### src/hw/rtl/sps_pkg.sv
// Shared types and constants for the segmented prime sieve.
// Used by sps_ctrl, sps_dp and segmented_prime_sieve_top.
package sps_pkg;

	localparam int VALUE_BITS = 24;
	localparam int DIV_BITS   = 4;                       // quotient bits per divider cycle
	localparam int DIV_CYC    = VALUE_BITS / DIV_BITS;
	localparam int DCW        = $clog2(DIV_CYC + 1);

	localparam logic [1:0] ST_PRIME = 2'd0;
	localparam logic [1:0] ST_NONE  = 2'd1;
	localparam logic [1:0] ST_WIDE  = 2'd2;

	typedef struct packed {
		logic [VALUE_BITS-1:0] range_low;
		logic [VALUE_BITS-1:0] range_high;
	} query_t;

	typedef struct packed {
		logic [VALUE_BITS-1:0] prime_value;
		logic [1:0]            status;
		logic                  last;
	} result_t;

	typedef struct packed {
		logic clr_step;
		logic sieve_init;
		logic sieve_rd;
		logic sieve_next;
		logic prime_add;
		logic mark_init;
		logic mark_step;
		logic q_load;
		logic marks_clr;
		logic p_rd;
		logic sq_load;
		logic div_start;
		logic div_step;
		logic off_load;
		logic mark_win;
		logic k_next;
		logic scan;
		logic emit_prime;
		logic emit_none;
		logic emit_wide;
	} cmd_t;

	typedef struct packed {
		logic clr_last;
		logic n_last;
		logic comp_bit;
		logic nsq_ok;
		logic m_over;
		logic range_inv;
		logic range_wide;
		logic k_end;
		logic psq_gt_high;
		logic div_done;
		logic mark_done;
		logic mask_zero;
		logic mask_last;
		logic out_free;
	} stat_t;

endpackage

### src/hw/rtl/sps_ctrl.sv
// Controller of the segmented prime sieve: table build after reset, then
// per-item marking and emission. Depends on sps_pkg.
module sps_ctrl (
	input  logic           clk,
	input  logic           arst_n,
	input  logic           query_valid,
	output logic           query_stall,
	input  sps_pkg::stat_t st,
	output sps_pkg::cmd_t  cmd
);
	import sps_pkg::*;

	localparam logic [3:0] S_CLR   = 4'd0;
	localparam logic [3:0] S_SRD   = 4'd1;
	localparam logic [3:0] S_SCHK  = 4'd2;
	localparam logic [3:0] S_SMARK = 4'd3;
	localparam logic [3:0] S_IDLE  = 4'd4;
	localparam logic [3:0] S_CHK   = 4'd5;
	localparam logic [3:0] S_PRD   = 4'd6;
	localparam logic [3:0] S_SQ    = 4'd7;
	localparam logic [3:0] S_PCMP  = 4'd8;
	localparam logic [3:0] S_DIV   = 4'd9;
	localparam logic [3:0] S_OFF   = 4'd10;
	localparam logic [3:0] S_MARK  = 4'd11;
	localparam logic [3:0] S_SCAN  = 4'd12;
	localparam logic [3:0] S_EMIT  = 4'd13;

	logic [3:0] state_q, state_nx;

	// Decode state into datapath commands and the next state
	always_comb begin
		cmd      = '0;
		state_nx = state_q;
		unique case (state_q)
			S_CLR: begin
				cmd.clr_step = 1'b1;
				if (st.clr_last) begin
					cmd.sieve_init = 1'b1;
					state_nx = S_SRD;
				end
			end
			S_SRD: begin
				cmd.sieve_rd = 1'b1;
				state_nx = S_SCHK;
			end
			S_SCHK: begin
				cmd.prime_add = !st.comp_bit;
				if (!st.comp_bit && st.nsq_ok) begin
					cmd.mark_init = 1'b1;
					state_nx = S_SMARK;
				end else if (st.n_last) begin
					state_nx = S_IDLE;
				end else begin
					cmd.sieve_next = 1'b1;
					state_nx = S_SRD;
				end
			end
			S_SMARK: begin
				cmd.mark_step = 1'b1;
				if (st.m_over) begin
					if (st.n_last) begin
						state_nx = S_IDLE;
					end else begin
						cmd.sieve_next = 1'b1;
						state_nx = S_SRD;
					end
				end
			end
			S_IDLE: begin
				if (query_valid) begin
					cmd.q_load = 1'b1;
					state_nx = S_CHK;
				end
			end
			S_CHK: begin
				if (st.range_inv || st.range_wide) begin
					state_nx = S_EMIT;
				end else begin
					cmd.marks_clr = 1'b1;
					state_nx = S_PRD;
				end
			end
			S_PRD: begin
				if (st.k_end) begin
					state_nx = S_SCAN;
				end else begin
					cmd.p_rd = 1'b1;
					state_nx = S_SQ;
				end
			end
			S_SQ: begin
				cmd.sq_load = 1'b1;
				state_nx = S_PCMP;
			end
			S_PCMP: begin
				if (st.psq_gt_high) begin
					state_nx = S_SCAN;
				end else begin
					cmd.div_start = 1'b1;
					state_nx = S_DIV;
				end
			end
			S_DIV: begin
				cmd.div_step = !st.div_done;
				if (st.div_done)
					state_nx = S_OFF;
			end
			S_OFF: begin
				cmd.off_load = 1'b1;
				state_nx = S_MARK;
			end
			S_MARK: begin
				if (st.mark_done) begin
					cmd.k_next = 1'b1;
					state_nx = S_PRD;
				end else begin
					cmd.mark_win = 1'b1;
				end
			end
			S_SCAN: begin
				cmd.scan = 1'b1;
				state_nx = S_EMIT;
			end
			S_EMIT: begin
				if (st.out_free) begin
					if (st.range_inv) begin
						cmd.emit_none = 1'b1;
						state_nx = S_IDLE;
					end else if (st.range_wide) begin
						cmd.emit_wide = 1'b1;
						state_nx = S_IDLE;
					end else if (st.mask_zero) begin
						cmd.emit_none = 1'b1;
						state_nx = S_IDLE;
					end else begin
						cmd.emit_prime = 1'b1;
						if (st.mask_last)
							state_nx = S_IDLE;
					end
				end
			end
			default: state_nx = S_CLR;
		endcase
	end

	// Hold state register
	always_ff @(posedge clk or negedge arst_n) begin
		if (!arst_n)
			state_q <= S_CLR;
		else
			state_q <= state_nx;
	end

	assign query_stall = (state_q != S_IDLE);

	// At most one result kind per cycle
	a_one_emit: assert property (@(posedge clk) disable iff (!arst_n)
		$onehot0({cmd.emit_prime, cmd.emit_none, cmd.emit_wide}))
		else $error("two result kinds loaded at once");

	// Never load a result into an occupied, stalled output register
	a_emit_free: assert property (@(posedge clk) disable iff (!arst_n)
		(cmd.emit_prime || cmd.emit_none || cmd.emit_wide) |-> st.out_free)
		else $error("result loaded while output is stalled");

	// A window mark lands inside the range
	a_mark_in: assert property (@(posedge clk) disable iff (!arst_n)
		cmd.mark_win |-> !st.mark_done && !st.range_wide && !st.range_inv)
		else $error("window mark outside the range");

	// Marking follows the offset load of the same prime
	a_off_mark: assert property (@(posedge clk) disable iff (!arst_n)
		cmd.off_load |=> !cmd.k_next || st.mark_done)
		else $error("prime left without marking");

endmodule

### config.mk
export PLATFORM = sky130hd
export DESIGN_NAME = sps_ctrl
export DESIGN_NICKNAME = d
export VERILOG_FILES = /design/src/hw/rtl/sps_pkg.sv /design/src/hw/rtl/sps_ctrl.sv
export SDC_FILE = /design/constraint.sdc
export NUM_CORES = 1
export LEC_CHECK = 0
export BUFFER_PORTS_ARGS = -buffer_cell sky130_fd_sc_hd__buf_2
export CORE_AREA = 5 5 48 50
export CTS_CLUSTER_SIZE = 25
export DETAILED_ROUTE_END_ITERATION = 10
export DIE_AREA = 0 0 53 55
export GPL_ROUTABILITY_DRIVEN = 0
export PLACE_DENSITY_LB_ADDON = 0.25
export SKIP_LAST_GASP = 1
export SLEW_MARGIN = 20
export SYNTH_ARGS = -nofsm -noshare
export SYNTH_HDL_FRONTEND = slang
export SYNTH_SLANG_ARGS = --single-unit
### constraint.sdc
create_clock -name clk -period 1.67 [get_ports clk]
set_input_delay 0.2505 -clock clk [delete_from_list [all_inputs] [get_ports clk]]
set_output_delay 0.2505 -clock clk [all_outputs]
set_load 0.05 [all_outputs]
==> flow_metrics.py <==
metrics = {
    "worst_setup_path": {
        "r2r_cells": 6,
        "reg2reg_from": "state_q[2]$_DFFE_PN0P_",
        "r2r_setup_slack_ns": -0.03,
        "crit_type": "flop to output pin",
        "reg2reg_to": "state_q[0]$_DFFE_PN0P_",
        "crit_path_end_kind": "output pin",
        "worstPathMaxFanout": 5,
        "crit_arrival_ns": 1.53,
        "crit_required_ns": 1.42,
        "cp-start-kind": "flop",
    },
    "sta": {
        "fin_skew_ns": 0.000214,
        "slew_violations": 0,
        "slew_headroom": 0.728,
        "period_share": 1.06,
        "period_minus_slack_ns": 1.78,
        "finalSetupViolations": 17,
        "finalHoldViolCount": 0,
        "setup_tns_ns": -0.886,
        "tightest_slew_ns": 0.407,
        "layout_setup_ws_ns": -0.108,
        "maxClockFrequency_mhz": 562,
        "rsz0062_at_grt": "yes",
    },
    "final_layout": {
        "largestRegisters": "state_q: 4 flops",
        "final_nets": 173,
        "largest_register": "state_q",
        "fin_util": 0.786,
        "area_growth_pct": 127,
        "diodes": 0,
        "drive_above_1_share": 0.735,
        "largest_reg_flops": 4,
    },
    "clock_network": {
        "clkLatencyLatePin_ns": 0.25,
        "cts.sinks": 4,
        "cts_tree": "built",
        "path_clk_slew_ns": 0.04,
        "htreeDepth": 1,
        "clock-root-buffer": "clkbuf_4",
        "cts-buffers-inserted": 3,
        "clk_path_buf_depth": 2,
    },
    "pwr": {
        "p_clk_frac": 0.057,
        "ir_drop_uv": 1210,
        "pwr-share-seq": 0.096,
        "p_sw_uw": 1240,
        "p_comb_frac": 0.847,
        "p_total_uw": 2450,
        "cellPowerDensity_nw_per_um2": 1680,
        "swShare": 0.506,
        "intPower_uw": 1210,
        "cellLeakagePower_uw": 0.000646,
    },
    "grt": {
        "grtUsageTotal": 0.213,
        "antenna_found_initial": 0,
        "grt_busiest_layer": "met2",
        "grt_pass1_wl_um": 4520,
        "use_met2": 0.401,
        "grtUsageMet3": 0.0349,
        "grt_start_max_net_pins": 9,
        "grt_pass1_vias": 998,
        "grt_overflow": 0,
        "grtUsageMet1": 0.243,
    },
    "synth": {
        "synth_top_area_cell": "dfrtp_1",
        "synth-seq-area-share": 0.155,
        "yosys_warnings": 0,
        "syn_inst": 87,
        "synth_area_leaders": "dfrtp_1 (16%), nor2_1 (8.7%), a2111oi_4 (8.5%), nor3_1 (7.0%), nand2b_1 (3.9%)",
        "synth.avg_cell_area_sq_um": 7.42,
        "syn_nets": 104,
        "ys_seq_elements": 4,
        "synthFlopType": "dfrtp_1",
        "ys_types": 37,
        "yosysTopAreaCellShare": 0.155,
        "synthArstFlopShare": 1.00,
        "synth_edf_count": 0,
        "syn_area_sq_um": 646,
        "synth.most_common_cell": "nor2_1",
        "synth_common_cells": "nor2_1 (15), nor3_1 (9)",
    },
    "die": {
        "initial_core_util": 0.347,
        "core_sq_um": 1860,
        "die_w_um": 53,
        "io_pins": 38,
        "die_area_sq_um": 2920,
        "die_h_um": 55,
        "num_rows": 16,
    },
    "place": {
        "port_buffers": 37,
        "place_hpwl_um": 2080,
    },
    "route": {
        "drc": 0,
        "vias": 950,
        "postRouteWirelength_um": 2900,
        "antenna_left": 0,
        "wl_per_cell_um": 15.9,
        "drtPass1Iterations": 4,
        "avgViaCountPerCell": 5.22,
        "drtIter0Drc": 11,
    },
    "flow_run": {
        "cap_viol_max_count": 0,
    },
    "run_status": {
        "status": "finished, violations left",
        "violations": "negative setup slack",
    },
    "min_path": {
        "hold_class": "primary input to async pin",
    },
}
-- per-stage QoR --
step	instances	hold slack (ns)	setup WS [ns]	instance area, sq um
detailed placement	168	0.0629	-0.0369	1130
finish	182	0.381	-0.108	1460
CTS	178	0.359	-0.102	1360
global placement	168	0.0638	0.00216	1130
floorplan	87	-0.0451	-0.360	783
global route	182	0.378	-0.160	1460
-- worst max-delay path by stage --
stage,startpoint,endpoint,slack (ns),cells after the start
after floorplan,state_q[2]$_DFFE_PN0P_,cmd[4],-0.36,2
after global placement,state_q[2]$_DFFE_PN0P_,cmd[14],0.002,4
after detailed placement,state_q[2]$_DFFE_PN0P_,state_q[3]$_DFFE_PN0P_,-0.04,6
after CTS,state_q[1]$_DFFE_PN0P_,cmd[2],-0.10,5
after global routing,state_q[0]$_DFFE_PN0P_,cmd[14],-0.16,5
final,state_q[1]$_DFFE_PN0P_,cmd[8],-0.11,4
-- routing by layer --
| layer | share of wire | vias to the layer above |
|---|---|---|
| li1 | - | 461 |
| met1 | 0.40 | 452 |
| met2 | 0.53 | 33 |
| met3 | 0.053 | 4 |
| met4 | 0.015 | 0 |
| met5 | 0 | - |
-- area by class of cell --
class / count / area, sq um
Multi-Input combinational cell: 74 / 724
Timing Repair Buffer: 69 / 559
Fill cell: 121 / 399
Sequential cell: 4 / 104
Tap cell: 27 / 33.8
Clock buffer: 4 / 26.3
Inverter: 4 / 15.0
-- critical path: stages, from the launching register on --
cell and delay [ns]:
dfrtp_2 0.43, or2_1 0.29, buf_4 0.19, nor3_2 0.19, buf_6 0.19
-- repair_timing --
action / 4_1_cts / 5_1_grt
setup buffers: 6 / 4
resized for setup: 46 / 20
pin swaps: 12 / 7
endpoints found under the setup margin: 23 / 23
endpoints found under the hold margin: 4 / 0
hold buffers: 1 / 0
-- placed cells by master, fill, tap and decap left out, types with 3 or more instances in the layout --
cell / netlist / routed
buf_2: 3 / 19
buf_6: 0 / 19
or2b_4: 1 / 3
dfrtp_2: 0 / 3
nor3_4: 0 / 5
nand2b_1: 4 / 3
nor2_1: 15 / 7
nor2_4: 0 / 7
inv_1: 4 / 4
clkbuf_4: 0 / 4
nor3_2: 0 / 4
buf_4: 0 / 27
o21ai_0: 4 / 4
-- power by group through the flow --
stage | Clock [uW] | Combinational [uW] | Sequential, uW
final | 140 | 2080 | 235
after global routing | 153 | 2200 | 246
after CTS | 144 | 1880 | 217
after detailed placement | 0 | 1610 | 221
after global placement | 0 | 1600 | 217
after floorplan | 0 | 1130 | 198
-- cell families after synthesis --
logic type             share of synthesized area
buffers and inverters                     0.0601
AOI/OAI and AO/OA                          0.304
and+or+nand+nor                            0.440
muxes                                     0.0407
DFF                                        0.155
(Power assumes the default switching activity.)
